<file path="config.mk">
export PLATFORM = sky130hd
export DESIGN_NAME = cna_back
export DESIGN_NICKNAME = d
export VERILOG_FILES = /design/src/rtl/complex_number_alu_assert.svh /design/src/rtl/cna_pkg.sv /design/src/rtl/cna_back.sv
export SDC_FILE = /design/constraint.sdc
export NUM_CORES = 1
export LEC_CHECK = 0
export ABC_CLOCK_PERIOD_IN_PS = 5200
export BUFFER_PORTS_ARGS = -buffer_cell sky130_fd_sc_hd__buf_2
export CORE_AREA = 2 2 276 278
export DETAILED_ROUTE_END_ITERATION = 10
export DIE_AREA = 0 0 278 280
export PLACE_DENSITY = 0.3
export SYNTH_ARGS = -nofsm -noshare
export SYNTH_HDL_FRONTEND = slang
export SYNTH_SLANG_ARGS = --single-unit
</file>
<file path="constraint.sdc">
create_clock -name clock -period 5.2 [get_ports clock]
set_input_delay 1.04 -clock clock [delete_from_list [all_inputs] [get_ports clock]]
set_output_delay 1.04 -clock clock [all_outputs]
set_load 0.02 [all_outputs]
</file>
<file path="src/rtl/complex_number_alu_assert.svh">
// Assertion macros used by the RTL top level.
`ifndef COMPLEX_NUMBER_ALU_ASSERT_SVH
`define COMPLEX_NUMBER_ALU_ASSERT_SVH

// Same-cycle implication, off while reset is high.
`define CNA_ASSERT_IMPL(label, ante, cons) \
   label: assert property (@(posedge clock) disable iff (reset) (ante) |-> (cons)) \
      else $error("cna assertion failed");

// Checked in the cycle after reset was high.
`define CNA_ASSERT_AFTER_RESET(label, cons) \
   label: assert property (@(posedge clock) reset |=> (cons)) \
      else $error("cna reset assertion failed");

`endif

</file>
<file path="src/rtl/cna_pkg.sv">
`default_nettype none
package cna_pkg;

   localparam int WORD_BITS    = 32;
   localparam int FRAC_BITS    = 16;  // below 30
   localparam int CORDIC_STEPS = 16;  // at most CELL_COUNT
   localparam int CELL_COUNT   = WORD_BITS;
   localparam int IDX_BITS     = $clog2(CELL_COUNT);
   localparam int PROD_BITS    = 2 * WORD_BITS;
   localparam int NUM_BITS     = PROD_BITS + 1;
   localparam int SPLIT_BITS   = WORD_BITS - FRAC_BITS;
   localparam int RROOT_BITS   = WORD_BITS + 4;
   localparam int VEC_BITS     = WORD_BITS + 4;
   localparam int ANG_BITS     = 34;
   localparam int ANG_FRAC     = 30;
   localparam int ANG_SHIFT    = ANG_FRAC - FRAC_BITS;

   localparam logic signed [ANG_BITS-1:0] PI_Q      = ANG_BITS'(64'sd3373259426);
   localparam logic signed [ANG_BITS-1:0] HALF_PI_Q = ANG_BITS'(64'sd1686629713);
   localparam logic signed [WORD_BITS-1:0] WORD_MAX = {1'b0, {(WORD_BITS-1){1'b1}}};
   localparam logic signed [WORD_BITS-1:0] WORD_MIN = {1'b1, {(WORD_BITS-1){1'b0}}};

   localparam logic [1:0] ST_OK       = 2'd0;
   localparam logic [1:0] ST_DIV_ZERO = 2'd1;
   localparam logic [1:0] ST_SAT      = 2'd2;

   typedef enum logic [3:0] {
      MODE_ADD   = 4'd0,
      MODE_SUB   = 4'd1,
      MODE_MUL   = 4'd2,
      MODE_DIV   = 4'd3,
      MODE_NEG   = 4'd4,
      MODE_CONJ  = 4'd5,
      MODE_MOD   = 4'd6,
      MODE_ARG   = 4'd7,
      MODE_EQUAL = 4'd8
   } mode_type;

   typedef enum logic [1:0] {
      CLS_DIRECT = 2'd0,
      CLS_DIV    = 2'd1,
      CLS_ROOT   = 2'd2,
      CLS_ANGLE  = 2'd3
   } op_class_type;

   typedef struct packed {
      logic [3:0]                  mode;
      logic signed [WORD_BITS-1:0] a_real;
      logic signed [WORD_BITS-1:0] a_imag;
      logic signed [WORD_BITS-1:0] b_real;
      logic signed [WORD_BITS-1:0] b_imag;
   } req_word_type;

   typedef struct packed {
      logic signed [WORD_BITS-1:0] res_real;
      logic signed [WORD_BITS-1:0] res_imag;
      logic                        is_equal;
      logic [1:0]                  status;
   } rsp_word_type;

   typedef struct packed {
      op_class_type                op_class;
      logic                        is_equal;
      logic [1:0]                  status;
      logic                        sat;
      logic signed [WORD_BITS-1:0] res_real;
      logic signed [WORD_BITS-1:0] res_imag;
      logic [PROD_BITS-1:0]        den;
      logic                        neg_re;
      logic                        neg_im;
      logic                        ovf_re;
      logic                        ovf_im;
      logic [PROD_BITS-1:0]        rem_re;
      logic [PROD_BITS-1:0]        rem_im;
      logic [WORD_BITS-1:0]        low_re;
      logic [WORD_BITS-1:0]        low_im;
      logic [WORD_BITS-1:0]        quo_re;
      logic [WORD_BITS-1:0]        quo_im;
      logic [PROD_BITS-1:0]        root_src;
      logic [RROOT_BITS-1:0]       root_rem;
      logic [WORD_BITS-1:0]        root;
      logic signed [VEC_BITS-1:0]  vx;
      logic signed [VEC_BITS-1:0]  vy;
      logic signed [ANG_BITS-1:0]  vz;
      logic                        vfixed;
   } cell_word_type;

   // atan(2^-i) in Q4.30
   function automatic logic [ANG_BITS-1:0] atan_q(input logic [IDX_BITS-1:0] idx);
      logic [ANG_BITS-1:0] v;
      case (int'(idx))
         0:  v = ANG_BITS'(843314856);
         1:  v = ANG_BITS'(497837829);
         2:  v = ANG_BITS'(263043836);
         3:  v = ANG_BITS'(133525158);
         4:  v = ANG_BITS'(67021686);
         5:  v = ANG_BITS'(33543515);
         6:  v = ANG_BITS'(16775850);
         7:  v = ANG_BITS'(8388437);
         8:  v = ANG_BITS'(4194282);
         9:  v = ANG_BITS'(2097149);
         10: v = ANG_BITS'(1048575);
         11: v = ANG_BITS'(524287);
         12: v = ANG_BITS'(262143);
         13: v = ANG_BITS'(131071);
         14: v = ANG_BITS'(65535);
         15: v = ANG_BITS'(32767);
         16: v = ANG_BITS'(16383);
         17: v = ANG_BITS'(8191);
         18: v = ANG_BITS'(4095);
         19: v = ANG_BITS'(2047);
         20: v = ANG_BITS'(1023);
         21: v = ANG_BITS'(511);
         22: v = ANG_BITS'(255);
         23: v = ANG_BITS'(127);
         24: v = ANG_BITS'(63);
         25: v = ANG_BITS'(31);
         26: v = ANG_BITS'(15);
         27: v = ANG_BITS'(7);
         28: v = ANG_BITS'(3);
         29: v = ANG_BITS'(1);
         default: v = '0;
      endcase
      return v;
   endfunction

endpackage
`default_nettype wire

</file>
<file path="src/rtl/cna_back.sv">
`default_nettype none
module cna_back import cna_pkg::*; (
   input  var logic          clock,
   input  var logic          reset,
   input  var logic          up_valid,
   output logic              up_ready,
   input  var cell_word_type up_word,
   output logic              down_valid,
   input  var logic          down_ready,
   output rsp_word_type      down_word
);

   // {saturated, value} from quotient magnitude and sign
   function automatic logic [WORD_BITS:0] div_fix(input logic neg, input logic ovf,
                                                  input logic [WORD_BITS-1:0] q);
      logic [WORD_BITS:0] r;
      if (!neg) begin
         if (ovf || q[WORD_BITS-1]) begin
            r = {1'b1, WORD_MAX};
         end else begin
            r = {1'b0, q};
         end
      end else begin
         if (ovf || (q[WORD_BITS-1] && |q[WORD_BITS-2:0])) begin
            r = {1'b1, WORD_MIN};
         end else begin
            r = {1'b0, -q};
         end
      end
      return r;
   endfunction

   localparam logic signed [ANG_BITS-1:0] ANG_HALF = ANG_BITS'(1) << (ANG_SHIFT - 1);

   logic         valid_ff, valid_in;
   rsp_word_type word_ff, word_in;

   logic [WORD_BITS:0]         fx_re, fx_im;
   logic signed [ANG_BITS-1:0] ang_r;
   logic                       sat;

   always_comb begin
      fx_re = div_fix(up_word.neg_re, up_word.ovf_re, up_word.quo_re);
      fx_im = div_fix(up_word.neg_im, up_word.ovf_im, up_word.quo_im);
      ang_r = (up_word.vz + ANG_HALF) >>> ANG_SHIFT;
      sat   = up_word.sat;
      word_in.is_equal = up_word.is_equal;
      word_in.res_real = up_word.res_real;
      word_in.res_imag = up_word.res_imag;
      case (up_word.op_class)
         CLS_DIV: begin
            word_in.res_real = fx_re[WORD_BITS-1:0];
            word_in.res_imag = fx_im[WORD_BITS-1:0];
            sat              = fx_re[WORD_BITS] | fx_im[WORD_BITS];
         end
         CLS_ROOT: begin
            word_in.res_imag = '0;
            if (up_word.root[WORD_BITS-1]) begin
               word_in.res_real = WORD_MAX;
               sat              = 1'b1;
            end else begin
               word_in.res_real = up_word.root;
            end
         end
         CLS_ANGLE: begin
            word_in.res_real = WORD_BITS'(ang_r);
            word_in.res_imag = '0;
         end
         default: ;
      endcase
      word_in.status = sat ? ST_SAT : up_word.status;
   end

   assign up_ready = !valid_ff || down_ready;
   assign valid_in = up_ready ? up_valid : valid_ff;

   always_ff @(posedge clock) begin
      if (reset) begin
         valid_ff <= 1'b0;
      end else begin
         valid_ff <= valid_in;
      end
   end

   always_ff @(posedge clock) begin
      if (up_ready) begin
         word_ff <= word_in;
      end
   end

   assign down_valid = valid_ff;
   assign down_word  = word_ff;

endmodule
`default_nettype wire
</file>
# After elaboration in Yosys (flattened, before gate mapping)
# Index checks and enable logic that the tools add are counted.
word_totals:
  reg_bits: 68
  in_bits: 637
  out_inout_bits: 69
  elab_cells: 32
op_classes:
  add_sub_neg: 3
  n_eq_ne: 3
  mux: 10
  bitwise: 1
  reduce_logical: 10
ops:
  columns: ["op", "n"]
  rows:
  - ["2-to-1 mux 33 bit", 6]
  - ["case mux 64 bit (3 select lines)", 1]
  - ["negation 32 bit", 2]
  - ["OR reduction 31 bit", 2]
  - ["adder 34 x 15 -> 34 bit, second input constant", 1]
  - ["2-to-1 mux 31 bit", 1]
  - ["logical OR 1 bit", 5]
  - ["equality test 2 bit, second input constant", 2]
  - ["equality test 2 x 1 -> 1 bit, second input constant", 1]
  - ["logical AND 1 bit", 2]
  - ["case mux 1 bit (2 select lines)", 1]
  - ["logical NOT 1 bit", 1]
  - ["2-to-1 mux 1 bit", 1]
  - ["bitwise OR 1 bit", 1]

# Logic depth before layout (Yosys ltp)
logic_depth:
  depth_word: 7
  depth_mapped: 10
  mapped_depth_nobuf: 7

# Least setup slack after synthesis
# No wires, ideal clock.
synth_timing:
  kind: "input-to-output"
  startpoint: "input port down_ready"
  endpoint: "output port up_ready"
  arrival_ns: 2.840
  t_required_ns: 4.160
  setup_slack_ns: 1.320
  cell_stages: 1
  n_path_buf: 0
  cell_sequence: "nand2b_1"
synth_via:
  elab_chain_cells: 1
synth_rtl:
  columns: ["element", "line", "source"]
  rows:
  - ["from (decl)", "cna_back.sv:9", "input var logic down_ready,"]
  - ["logical OR 1 bit", "cna_back.sv:74", "assign up_ready = !valid_ff || down_ready;"]
  - ["to (decl)", "cna_back.sv:6", "output logic up_ready,"]
# Every way passes these cells.

==> flow_summary.toml <==
[outcome]
status = "completed"

[timing]
hold_ws_ns = 0.7343
setup_viol = 0
finalSetupTns_ns = 0
finalHoldViolCount = 0
fmax_ghz = 0.2796
fin_crit_ns = 3.577
slew_viol_final = 0
fin_crit_sh_pct = 68.79
rsz0062_at_grt = "no"
worst_pin_slew_ns = 0.9679
setup_ws_ns = 1.623
maxSlewHeadroom_pct = 34.88
clock_skew_ns = 0.01436

[critical_path]
r2r_slack_ns = 3.64
start_kind = "primary input"
r2r-end = "down_word[49]$_DFFE_PP_"
worstSetupEndpointType = "flip-flop"
reg2reg_from = "down_valid$_SDFFE_PP0P_"
path_class = "in -> reg"
required_ns = 5.36
rr_worst_depth = 2
worst-path-max-fanout = 18
worst_ep_arrival_time_ns = 3.74

[synthesis]
async_flop_share_pct = 0
synth-seq-area-share_pct = 34.47
ys.flop_type = "edfxtp_1"
syn_avg_cell_area_um2 = 8.121
syn-num-nets = 1370
synth_edf_count = 67
synth_area_mm2 = 0.005896
yosys_warnings = 0
synth_cell_types = 66
synth_cells = 726
synth-seq-cells = 68

[detailed_routing]
first_pass_iters = 6
drt-total-wl_um = 41130
drc_errors = 0
routed-via-count = 7242
via_per_inst = 3.712
postRouteAntennaNets = 0
routedWlPerCell_um = 21.08
dr.first_iter.drc_count = 534

[placement]
port_buffers = 263
dp_hpwl_um = 33900
gp_congestion = 0.7349
pre_cts_slack_ns = 1.176

[floorplanning]
initial_core_util_pct = 7.841
std_cell_rows = 101
io-pin-count = 706
core_mm2 = 0.07519
die_area_mm2 = 0.07784
die_w_um = 278
chipHeight_um = 280

[pwr]
total_leakage_power_nw = 3.140
ir_drop_mv = 0.1434
p_comb_share_pct = 27.9
swShare_pct = 35.79
p_int_mw = 1.223
clockPowerShare_pct = 35.4
power.density_mw_per_mm2 = 219.1
p_seq_share_pct = 36.7
p_sw_uw = 681.7

[clocking]
clock-sinks = 68
cts_tree = "done"
cts_made_buffers = 9
postCtsHoldBufs = 0
insertion_delay_ns = 0.38
ctsResizeCount = 0
cts.path.max_buffers = 2
postCtsSetupRepairBufs = 0
clk_pin_slew_worst_paths_ns = 0.07
htree_levels = 3
cts_root_buffer = "clkbuf_16"

[grt]
grt_pass1_wl_um = 55900
grt_pass1_vias = 6989
antenna_found_initial = 44
grt_max_degree = 55
grtUsageTotal_pct = 10.32
overflow = 0

[layout]
mostFrequentLayoutCells = "buf_2 (263), nand2_1 (82), edfxtp_1 (67), o21ai_0 (64), nor2_1 (43)"
drive_gt1_share_pct = 32.85
nNetsFinal = 1611
syn2layout_area_growth_pct = 47.47
final_common_cell = "buf_2"
nFillCells = 8700

[worst_hold_path]
worstHoldPathCells = 2
hold_start = "down_valid$_SDFFE_PP0P_"
hp-class = "reg -> reg"
worstHoldEndpoint = "down_valid$_SDFFE_PP0P_"

[run]
cap_violations = 0
## metrics by stage
| step | power, mW | utilization, % | cells | area (µm²) |
|---|---|---|---|---|
| floorplan | 0.9652 | - | 726 | 5896 |
| finish | 1.905 | 11.56 | 1951 | 8695 |
| CTS | 1.951 | 11.56 | 1949 | 8690 |
| global route | 2.006 | 11.56 | 1950 | 8692 |
| detailed placement | 1.250 | 11.18 | 1934 | 8407 |
| global placement | 1.250 | 11.18 | 1934 | 8407 |
## cells by family (layout without fill, tap and decap cells)
kind of cell	after synthesis	count (layout)	synth area share, %
AO/OA/AOI/OAI	262	262	30.48
other	0	2	0
buffers and inverters	84	329	5.645
AND/OR/NAND/NOR	288	288	25.23
flip-flops	68	68	34.47
multiplexers	6	6	1.061
adder cells (fa/ha/maj)	7	7	1.486
XOR/XNOR	11	11	1.634
## cell usage after synthesis, drive strengths merged (8+ instances only)
master   n  area share [%]
nand4   24             2.7
a31oi   14             1.5
or3     12             1.4
o211ai  19             2.4
or4     19             2.5
o22ai    9            0.95
o31ai   23             2.9
nor4    19             2.0
a21oi   41             3.5
o21ai   66             5.6
nand2   82             5.2
nand3   26             2.2
o31a     8             1.2
nor3    28             2.5
edfxtp  67              34
o311ai   8             1.2
nand2b  11             1.2
clkbuf  51             3.2
inv     28             1.8
nor2    43             2.7
a41oi   11             1.6
## final cells by class
cell class / count / area [µm²] / share of cell area (%)
flip-flops and latches: 68 / 2032 / 23.37
clock inverters: 5 / 53.80 / 0.6188
diodes: 2 / 5.005 / 0.05756
repair buffers: 286 / 1489 / 17.12
inverters: 28 / 105.1 / 1.209
clock buffers: 10 / 229.0 / 2.633
multi-input cells: 574 / 3557 / 40.91
well taps: 978 / 1224 / 14.07
## worst max path at each step
stage                 startpoint                       to  slack (ns)  cells after the start
finish              up_word[284]  down_word[64]$_DFFE_PP_        1.62                      6
floorplan             down_ready                 up_ready        1.32                      1
detailed placement  up_word[284]  down_word[64]$_DFFE_PP_        1.18                      6
CTS                 up_word[284]  down_word[64]$_DFFE_PP_        1.59                      6
global route        up_word[272]  down_word[64]$_DFFE_PP_        1.40                      8
global placement    up_word[284]  down_word[64]$_DFFE_PP_        1.20                      6
## power groups by stage
stage | Sequential [mW] | Combinational, mW | Clock, mW
6_report | 0.700 | 0.531 | 0.674
5_1_grt | 0.706 | 0.580 | 0.719
4_1_cts | 0.702 | 0.540 | 0.710
3_5_place_dp | 0.712 | 0.538 | 0
3_3_place_gp | 0.715 | 0.535 | 0
2_1_floorplan | 0.783 | 0.183 | 0
## worst max-delay path, stage by stage
cell and delay (ns):
buf_2 0.15, or4_4 0.60, nor3_2 0.49, a41o_1 0.84, o221ai_1 0.25, o21ai_1 0.36
## metal layers
| metal | share of wire, % | GRT usage [%] | vias to the layer above |
|---|---|---|---|
| li1 | - | - | 3359 |
| met1 | 43 | 13.11 | 3470 |
| met2 | 47 | 16.89 | 299 |
| met3 | 8.0 | 3.397 | 86 |
| met4 | 1.8 | 2.315 | 28 |
| met5 | 0.40 | 0 | - |
## state kept, by name (all words and copies together) (netlist names)
name        cells
down_valid      1
down_word      67
Note: power is estimated with default switching activity, not from simulation.
