File: src/rtl/complex_number_alu_assert.svh
// Assertion macros used by the RTL top level.
`ifndef COMPLEX_NUMBER_ALU_ASSERT_SVH
`define COMPLEX_NUMBER_ALU_ASSERT_SVH

// Same-cycle implication, off while reset is high.
`define CNA_ASSERT_IMPL(label, ante, cons) \
   label: assert property (@(posedge clock) disable iff (reset) (ante) |-> (cons)) \
      else $error("cna assertion failed");

// Checked in the cycle after reset was high.
`define CNA_ASSERT_AFTER_RESET(label, cons) \
   label: assert property (@(posedge clock) reset |=> (cons)) \
      else $error("cna reset assertion failed");

`endif

File: src/rtl/cna_pkg.sv
`default_nettype none
package cna_pkg;

   localparam int WORD_BITS    = 32;
   localparam int FRAC_BITS    = 16;  // below 30
   localparam int CORDIC_STEPS = 16;  // at most CELL_COUNT
   localparam int CELL_COUNT   = WORD_BITS;
   localparam int IDX_BITS     = $clog2(CELL_COUNT);
   localparam int PROD_BITS    = 2 * WORD_BITS;
   localparam int NUM_BITS     = PROD_BITS + 1;
   localparam int SPLIT_BITS   = WORD_BITS - FRAC_BITS;
   localparam int RROOT_BITS   = WORD_BITS + 4;
   localparam int VEC_BITS     = WORD_BITS + 4;
   localparam int ANG_BITS     = 34;
   localparam int ANG_FRAC     = 30;
   localparam int ANG_SHIFT    = ANG_FRAC - FRAC_BITS;

   localparam logic signed [ANG_BITS-1:0] PI_Q      = ANG_BITS'(64'sd3373259426);
   localparam logic signed [ANG_BITS-1:0] HALF_PI_Q = ANG_BITS'(64'sd1686629713);
   localparam logic signed [WORD_BITS-1:0] WORD_MAX = {1'b0, {(WORD_BITS-1){1'b1}}};
   localparam logic signed [WORD_BITS-1:0] WORD_MIN = {1'b1, {(WORD_BITS-1){1'b0}}};

   localparam logic [1:0] ST_OK       = 2'd0;
   localparam logic [1:0] ST_DIV_ZERO = 2'd1;
   localparam logic [1:0] ST_SAT      = 2'd2;

   typedef enum logic [3:0] {
      MODE_ADD   = 4'd0,
      MODE_SUB   = 4'd1,
      MODE_MUL   = 4'd2,
      MODE_DIV   = 4'd3,
      MODE_NEG   = 4'd4,
      MODE_CONJ  = 4'd5,
      MODE_MOD   = 4'd6,
      MODE_ARG   = 4'd7,
      MODE_EQUAL = 4'd8
   } mode_type;

   typedef enum logic [1:0] {
      CLS_DIRECT = 2'd0,
      CLS_DIV    = 2'd1,
      CLS_ROOT   = 2'd2,
      CLS_ANGLE  = 2'd3
   } op_class_type;

   typedef struct packed {
      logic [3:0]                  mode;
      logic signed [WORD_BITS-1:0] a_real;
      logic signed [WORD_BITS-1:0] a_imag;
      logic signed [WORD_BITS-1:0] b_real;
      logic signed [WORD_BITS-1:0] b_imag;
   } req_word_type;

   typedef struct packed {
      logic signed [WORD_BITS-1:0] res_real;
      logic signed [WORD_BITS-1:0] res_imag;
      logic                        is_equal;
      logic [1:0]                  status;
   } rsp_word_type;

   typedef struct packed {
      op_class_type                op_class;
      logic                        is_equal;
      logic [1:0]                  status;
      logic                        sat;
      logic signed [WORD_BITS-1:0] res_real;
      logic signed [WORD_BITS-1:0] res_imag;
      logic [PROD_BITS-1:0]        den;
      logic                        neg_re;
      logic                        neg_im;
      logic                        ovf_re;
      logic                        ovf_im;
      logic [PROD_BITS-1:0]        rem_re;
      logic [PROD_BITS-1:0]        rem_im;
      logic [WORD_BITS-1:0]        low_re;
      logic [WORD_BITS-1:0]        low_im;
      logic [WORD_BITS-1:0]        quo_re;
      logic [WORD_BITS-1:0]        quo_im;
      logic [PROD_BITS-1:0]        root_src;
      logic [RROOT_BITS-1:0]       root_rem;
      logic [WORD_BITS-1:0]        root;
      logic signed [VEC_BITS-1:0]  vx;
      logic signed [VEC_BITS-1:0]  vy;
      logic signed [ANG_BITS-1:0]  vz;
      logic                        vfixed;
   } cell_word_type;

   // atan(2^-i) in Q4.30
   function automatic logic [ANG_BITS-1:0] atan_q(input logic [IDX_BITS-1:0] idx);
      logic [ANG_BITS-1:0] v;
      case (int'(idx))
         0:  v = ANG_BITS'(843314856);
         1:  v = ANG_BITS'(497837829);
         2:  v = ANG_BITS'(263043836);
         3:  v = ANG_BITS'(133525158);
         4:  v = ANG_BITS'(67021686);
         5:  v = ANG_BITS'(33543515);
         6:  v = ANG_BITS'(16775850);
         7:  v = ANG_BITS'(8388437);
         8:  v = ANG_BITS'(4194282);
         9:  v = ANG_BITS'(2097149);
         10: v = ANG_BITS'(1048575);
         11: v = ANG_BITS'(524287);
         12: v = ANG_BITS'(262143);
         13: v = ANG_BITS'(131071);
         14: v = ANG_BITS'(65535);
         15: v = ANG_BITS'(32767);
         16: v = ANG_BITS'(16383);
         17: v = ANG_BITS'(8191);
         18: v = ANG_BITS'(4095);
         19: v = ANG_BITS'(2047);
         20: v = ANG_BITS'(1023);
         21: v = ANG_BITS'(511);
         22: v = ANG_BITS'(255);
         23: v = ANG_BITS'(127);
         24: v = ANG_BITS'(63);
         25: v = ANG_BITS'(31);
         26: v = ANG_BITS'(15);
         27: v = ANG_BITS'(7);
         28: v = ANG_BITS'(3);
         29: v = ANG_BITS'(1);
         default: v = '0;
      endcase
      return v;
   endfunction

endpackage
`default_nettype wire

File: src/rtl/cna_cell.sv
`default_nettype none
module cna_cell import cna_pkg::*; (
   input  var logic                clock,
   input  var logic                reset,
   input  var logic [IDX_BITS-1:0] step_idx,
   input  var logic                up_valid,
   output logic                    up_ready,
   input  var cell_word_type       up_word,
   output logic                    down_valid,
   input  var logic                down_ready,
   output cell_word_type           down_word
);

   logic          valid_ff, valid_in;
   cell_word_type word_ff, word_in;

   logic [PROD_BITS:0]          dtr_re, dtr_im, den_x;
   logic [RROOT_BITS-1:0]       rtr, rtrial;
   logic signed [VEC_BITS-1:0]  dx, dy;
   logic signed [ANG_BITS-1:0]  step_ang;
   logic                        cordic_on;

   // one quotient bit per lane, one root bit, one rotation unless vfixed or past CORDIC_STEPS
   always_comb begin
      word_in = up_word;
      den_x   = {1'b0, up_word.den};

      dtr_re = {up_word.rem_re, up_word.low_re[WORD_BITS-1]};
      if (dtr_re >= den_x) begin
         word_in.rem_re = PROD_BITS'(dtr_re - den_x);
         word_in.quo_re = {up_word.quo_re[WORD_BITS-2:0], 1'b1};
      end else begin
         word_in.rem_re = dtr_re[PROD_BITS-1:0];
         word_in.quo_re = {up_word.quo_re[WORD_BITS-2:0], 1'b0};
      end
      word_in.low_re = {up_word.low_re[WORD_BITS-2:0], 1'b0};

      dtr_im = {up_word.rem_im, up_word.low_im[WORD_BITS-1]};
      if (dtr_im >= den_x) begin
         word_in.rem_im = PROD_BITS'(dtr_im - den_x);
         word_in.quo_im = {up_word.quo_im[WORD_BITS-2:0], 1'b1};
      end else begin
         word_in.rem_im = dtr_im[PROD_BITS-1:0];
         word_in.quo_im = {up_word.quo_im[WORD_BITS-2:0], 1'b0};
      end
      word_in.low_im = {up_word.low_im[WORD_BITS-2:0], 1'b0};

      rtr    = {up_word.root_rem[RROOT_BITS-3:0], up_word.root_src[PROD_BITS-1 -: 2]};
      rtrial = RROOT_BITS'({up_word.root, 2'b01});
      if (rtr >= rtrial) begin
         word_in.root_rem = rtr - rtrial;
         word_in.root     = {up_word.root[WORD_BITS-2:0], 1'b1};
      end else begin
         word_in.root_rem = rtr;
         word_in.root     = {up_word.root[WORD_BITS-2:0], 1'b0};
      end
      word_in.root_src = {up_word.root_src[PROD_BITS-3:0], 2'b00};

      dx        = $signed(up_word.vy) >>> step_idx;
      dy        = $signed(up_word.vx) >>> step_idx;
      step_ang  = atan_q(step_idx);
      cordic_on = !up_word.vfixed && (int'(step_idx) < CORDIC_STEPS);
      if (cordic_on) begin
         if (!up_word.vy[VEC_BITS-1]) begin
            word_in.vx = up_word.vx + dx;
            word_in.vy = up_word.vy - dy;
            word_in.vz = up_word.vz + step_ang;
         end else begin
            word_in.vx = up_word.vx - dx;
            word_in.vy = up_word.vy + dy;
            word_in.vz = up_word.vz - step_ang;
         end
      end
   end

   assign up_ready = !valid_ff || down_ready;
   assign valid_in = up_ready ? up_valid : valid_ff;

   always_ff @(posedge clock) begin
      if (reset) begin
         valid_ff <= 1'b0;
      end else begin
         valid_ff <= valid_in;
      end
   end

   always_ff @(posedge clock) begin
      if (up_ready) begin
         word_ff <= word_in;
      end
   end

   assign down_valid = valid_ff;
   assign down_word  = word_ff;

endmodule
`default_nettype wire

File: config.mk
export PLATFORM = sky130hd
export DESIGN_NAME = cna_cell
export DESIGN_NICKNAME = d
export VERILOG_FILES = /design/src/rtl/complex_number_alu_assert.svh /design/src/rtl/cna_pkg.sv /design/src/rtl/cna_cell.sv
export SDC_FILE = /design/constraint.sdc
export NUM_CORES = 2
export LEC_CHECK = 0
export BUFFER_PORTS_ARGS = -buffer_cell sky130_fd_sc_hd__buf_2
export CORE_AREA = 2 2 504 506
export DETAILED_ROUTE_END_ITERATION = 6
export DIE_AREA = 0 0 506 508
export PLACE_DENSITY = 0.31
export SLEW_MARGIN = 20
export SYNTH_ARGS = -nofsm -noshare
export SYNTH_HDL_FRONTEND = slang
export SYNTH_SLANG_ARGS = --single-unit
File: constraint.sdc
create_clock -name clock -period 32.8 [get_ports clock]
set_input_delay 4.92 -clock clock [delete_from_list [all_inputs] [get_ports clock]]
set_output_delay 4.92 -clock clock [all_outputs]
set_load 0.1 [all_outputs]
== After elaboration in Yosys (flattened, before gate mapping) ==
Memories as Yosys holds them, arrays and structs flattened.
Cells that the tools add are included.

* Output and inout port bits: 635
* Memory bits (read-only): 960
* Register bits: 630
* Word-level logic and storage cells: 52
* Memories kept: 1
* Bits of input ports: 642
* Latch bits: 0
* RAM bits: 0

{| class="wikitable"
|+ Memory list
! memory !! words !! width !! read ports !! clocked after memory_dff !! write ports !! RTL line !! text
|-
| (no name shown) || 32 || 30 || 1 || 0 || 0 || cna_pkg.sv:91 || <nowiki>case (int'(idx))</nowiki>
|}

* Bitwise gates (word level): 0
* Add/sub/neg operators: 9
* Reductions and logical operators: 4
* Div/mod/pow operators: 0
* Equality and inequality tests: 0
* $lt $le $gt $ge: 4
* Shift-type cells: 2
* Muxes and demuxes: 7
* Multiply operators: 0

{| class="wikitable"
|+ Operator list
! kind !! count
|-
| $mux 106 || 2
|-
| $ge 65x64->1 || 2
|-
| $mux 64 || 2
|-
| $sub 64x64->64 || 2
|-
| $add 36x36->36 || 2
|-
| $sshr 36x5->36 || 2
|-
| $sub 36x36->36 || 2
|-
| $mux 68 || 1
|-
| $ge 36x34->1 || 1
|-
| $sub 36x34->36 || 1
|-
| $add 34x34->34 || 1
|-
| $sub 34x34->34 || 1
|-
| $lt 5x5->1 const B || 1
|-
| $logic_not 1->1 || 2
|-
| $mux 1 || 2
|-
| $logic_and 1x1->1 || 1
|-
| $logic_or 1x1->1 || 1
|}

== Depth between registers and ports, before layout ==
* Word-level depth: 4
* Mapped depth: 33
* Mapped depth without buffers: 23

== Worst setup path after synthesis ==
Ideal clock, no wire load.

* Path kind: input to output
* From: input down_ready
* To: output up_ready
* Stages: 1
* Arrival: 20.606 ns
* Setup slack: 7.274 ns
* Required time: 27.880 ns
* Cell sequence: nand2b_1

* Cells in the longest elaborated chain, start to end: 1

{| class="wikitable"
|+ Ends and longest elaborated chain
! what !! RTL line !! text
|-
| start: declaration || cna_cell.sv:10 || <nowiki>input var logic down_ready,</nowiki>
|-
| $logic_or 1x1->1 || cna_cell.sv:76 || <nowiki>assign up_ready = !valid_ff || down_ready;</nowiki>
|-
| end: declaration || cna_cell.sv:7 || <nowiki>output logic up_ready,</nowiki>
|}

No other way between the ends.

==> results.json <==
{
  "status": "finished, final reports clean",
  "ant_nets": 0,
  "period_needed_ps": 12610,
  "cts.clk_slew.worst_paths_ps": 70,
  "grt_usage": 0.186,
  "critPathMaxFanout": 49,
  "ys_async_sr_fraction": 0,
  "cts_tree": "yes",
  "tns_ps": 0,
  "synthSimpleGateAreaFrac": 0.127,
  "crit_path_start_kind": "primary input",
  "cp_top_family": "simple AND/OR/NAND/NOR gates",
  "grt.overflow.total": 0,
  "yosysSeqAreaShare": 0.433,
  "crit_top_cell": "nor3_1",
  "die_x_um": 506,
  "dr.first_iter.drc_count": 2867,
  "initial_core_util": 0.173,
  "worst_slack_ps": 20190,
  "pwr-share-clk": 0.276,
  "power.share.switching": 0.468,
  "globalplace.congestion": 0.887,
  "wl_per_cell_um": 27.9,
  "syn_avg_cell_area_sq_um": 10.3,
  "core_sq_um": 252000,
  "intPower_mw": 1.88,
  "arrival_ps": 13210,
  "grt_pass1_vias": 39400,
  "vias": 40000,
  "drc": 0,
  "dpl_worst_slack_ps": 19390,
  "worstPathRequired_ps": 33400,
  "slowest_stage": "or4b_1",
  "synth_top_family_by_area": "compound AO/OA/AOI/OAI gates",
  "worstSetupEndpointType": "register",
  "post_cts_buffers": 0,
  "timing.max_cap.violations": 0,
  "ios": 1277,
  "relSlewSlack": 0.281,
  "p_switching_mw": 1.66,
  "port_buffers": 1268,
  "vdd_ir_drop_max_uv": 36.2,
  "r2r-start": "down_valid",
  "min_from": "down_valid",
  "slew_violations": 0,
  "yosys_warnings": 0,
  "synth.area.mux_share": 0.0870,
  "p_total_mw": 3.54,
  "cts-resized-gates": 0,
  "fin_skew_ps": 37.1,
  "area_growth_syn_to_layout_pct": 30.0,
  "num_rows": 185,
  "ff2ff_setup_slack_ps": 29620,
  "place_inst": 8753,
  "synth-seq-cells": 630,
  "cts_max_path_buffers": 3,
  "grt_pass1_wl_um": 333000,
  "grt_antenna_before_repair": 192,
  "die_y_um": 508,
  "synth_flop_cell": "edfxtp_1",
  "final_cells": 8963,
  "drive_above_1_share": 0.298,
  "whs_path_depth": 1,
  "insertion_delay_ps": 740,
  "reg2regPathDepth": 4,
  "rr_endpoint": "down_word[138]",
  "synth_edf_count": 629,
  "first_pass_iters": 5,
  "worstSetupStartpoint": "step_idx[1]",
  "cts_max_level": 3,
  "max_freq_mhz": 79.3,
  "fin_crit_sh": 0.384,
  "worst_slew_pin_slew_ps": 1070,
  "viasPerCell": 4.46,
  "grt_max_degree": 132,
  "drt-total-wl_um": 250000,
  "share_comb_of_total_power": 0.432,
  "slowest_delay_ps": 680,
  "layout.nets": 6400,
  "final_util": 0.225,
  "cts_made_buffers": 87,
  "power.density_nw_per_um2": 62.3,
  "path_buf_inv": 4,
  "synth_compound_area_frac": 0.179,
  "synth_cell_type_count": 98,
  "leakage_nw": 24.1,
  "synth_area_sq_um": 43700,
  "setup_viol": 0,
  "rsz0062_at_grt": "no",
  "cts-root-buf": "clkbuf_16",
  "hold_class": "reg -> reg",
  "dieArea_sq_um": 257000,
  "pwr-share-seq": 0.293,
  "min_to": "down_word[451]",
  "hpwl_um": 209000,
  "ctsHoldBuffers": 0,
  "crit_type": "in -> reg",
  "synthCells": 4257,
  "hold_violations": 0,
  "cts.sinks": 630,
  "synth_xor_area_frac": 0.0556,
  "synth_fa_ha_area_frac": 0.0816
}
[synth_stat cells, types with 11 or more instances]
cell / number / share of area
a21o_1: 162 / 0.028
o31a_1: 11 / 0.0022
and2_1: 22 / 0.0031
nand3_1: 104 / 0.012
o31ai_1: 50 / 0.0086
a21oi_1: 352 / 0.040
nand4_1: 46 / 0.0066
nor2_1: 263 / 0.023
edfxtp_1: 629 / 0.43
and3_1: 32 / 0.0046
or2_2: 21 / 0.0030
buf_1: 28 / 0.0024
o21ai_0: 302 / 0.035
a21boi_0: 15 / 0.0026
nor2b_1: 37 / 0.0053
nor3_1: 80 / 0.0092
o22ai_1: 21 / 0.0030
or3_1: 19 / 0.0027
xor2_1: 124 / 0.025
mux2i_1: 74 / 0.017
mux4_2: 101 / 0.052
o211ai_1: 16 / 0.0027
xnor2_1: 151 / 0.030
o21a_1: 56 / 0.0096
nor3b_1: 18 / 0.0031
nand2_1: 437 / 0.038
mux2_2: 68 / 0.018
nand2b_1: 41 / 0.0059
a211o_1: 15 / 0.0030
ha_1: 277 / 0.079
inv_1: 216 / 0.019
buf_2: 19 / 0.0022
o21bai_1: 28 / 0.0048
a211oi_1: 49 / 0.0084
a31oi_1: 47 / 0.0067
clkbuf_1: 118 / 0.010
[layer usage]
| metal | vias to the layer above | wire length (um) | track usage |
|---|---|---|---|
| li1 | 18500 | - | - |
| met3 | 492 | 14400 | 0.0376 |
| met2 | 1480 | 124000 | 0.327 |
| met5 | - | 110 | 0 |
| met4 | 18 | 9780 | 0.0682 |
| met1 | 19400 | 102000 | 0.223 |
[sequential cells by signal (all words and copies together), names as in the netlist]
register / flops
down_word: 629
down_valid: 1
[through the flow]
step | instance area (sq um) | hold slack (ps)
after floorplan | 43700 | 4990
after global placement | 53900 | 931
after detailed placement | 53900 | 905
after CTS | 56700 | 932
after global routing | 56800 | 961
final | 56800 | 900
[worst max-delay path by stage]
stage	to	slack [ps]	cells past startpoint
floorplan	up_ready	7270	1
global placement	down_word[69]	19400	25
detailed placement	down_word[69]	19390	25
CTS	down_word[69]	20220	25
global route	down_word[69]	19630	25
finish	down_word[69]	20190	25
[kinds of logic after synthesis]
group / Yosys count
xor gates and xnor gates: 276
buffers and inverters: 403
other: 1
and+or+nand+nor: 1172
DFF: 630
AOI/OAI and AO/OA: 1248
adders and majority gates: 282
muxes: 245
[final cells by class]
cell class	count	area, sq um
Timing Repair Buffer	1310	6700
Fill cell	27900	195000
Antenna cell	48	120
Clock inverter	57	593
Sequential cell	630	18900
Tap cell	3366	4210
Clock buffer	105	2240
Multi-Input combinational cell	3227	23200
Inverter	220	826
[layout by cell type, fill, tap and decap left out, types with 15 or more instances in the layout]
cell,count
o211ai_1,16
a21boi_0,15
nand2_1,437
nand4_1,46
a211oi_1,49
o21bai_1,28
o21ai_0,302
xnor2_1,151
o21a_1,56
buf_4,42
ha_1,277
nand2b_1,40
clkbuf_16,87
inv_1,215
diode_2,48
mux4_2,101
nand3_1,104
a31oi_1,47
o31ai_1,50
or2_2,20
a21oi_1,351
clkinv_1,19
edfxtp_1,629
o22ai_1,21
nor3_1,80
mux2_2,68
nor2_1,261
buf_2,1265
xor2_1,124
a211o_1,15
nor2b_1,37
a21o_1,162
and2_1,22
nor3b_1,18
or3_1,19
clkbuf_1,18
and3_1,32
mux2i_1,74
[power groups by stage]
stage / Clock, mW / Combinational, mW / Sequential, mW
after floorplan: 0 / 0.473 / 1.74
after global placement: 0 / 1.54 / 1.05
after detailed placement: 0 / 1.54 / 1.05
after CTS: 1.02 / 1.54 / 1.04
after global routing: 1.05 / 1.61 / 1.04
final: 0.977 / 1.53 / 1.04
Power figures use the tool's default switching activity.
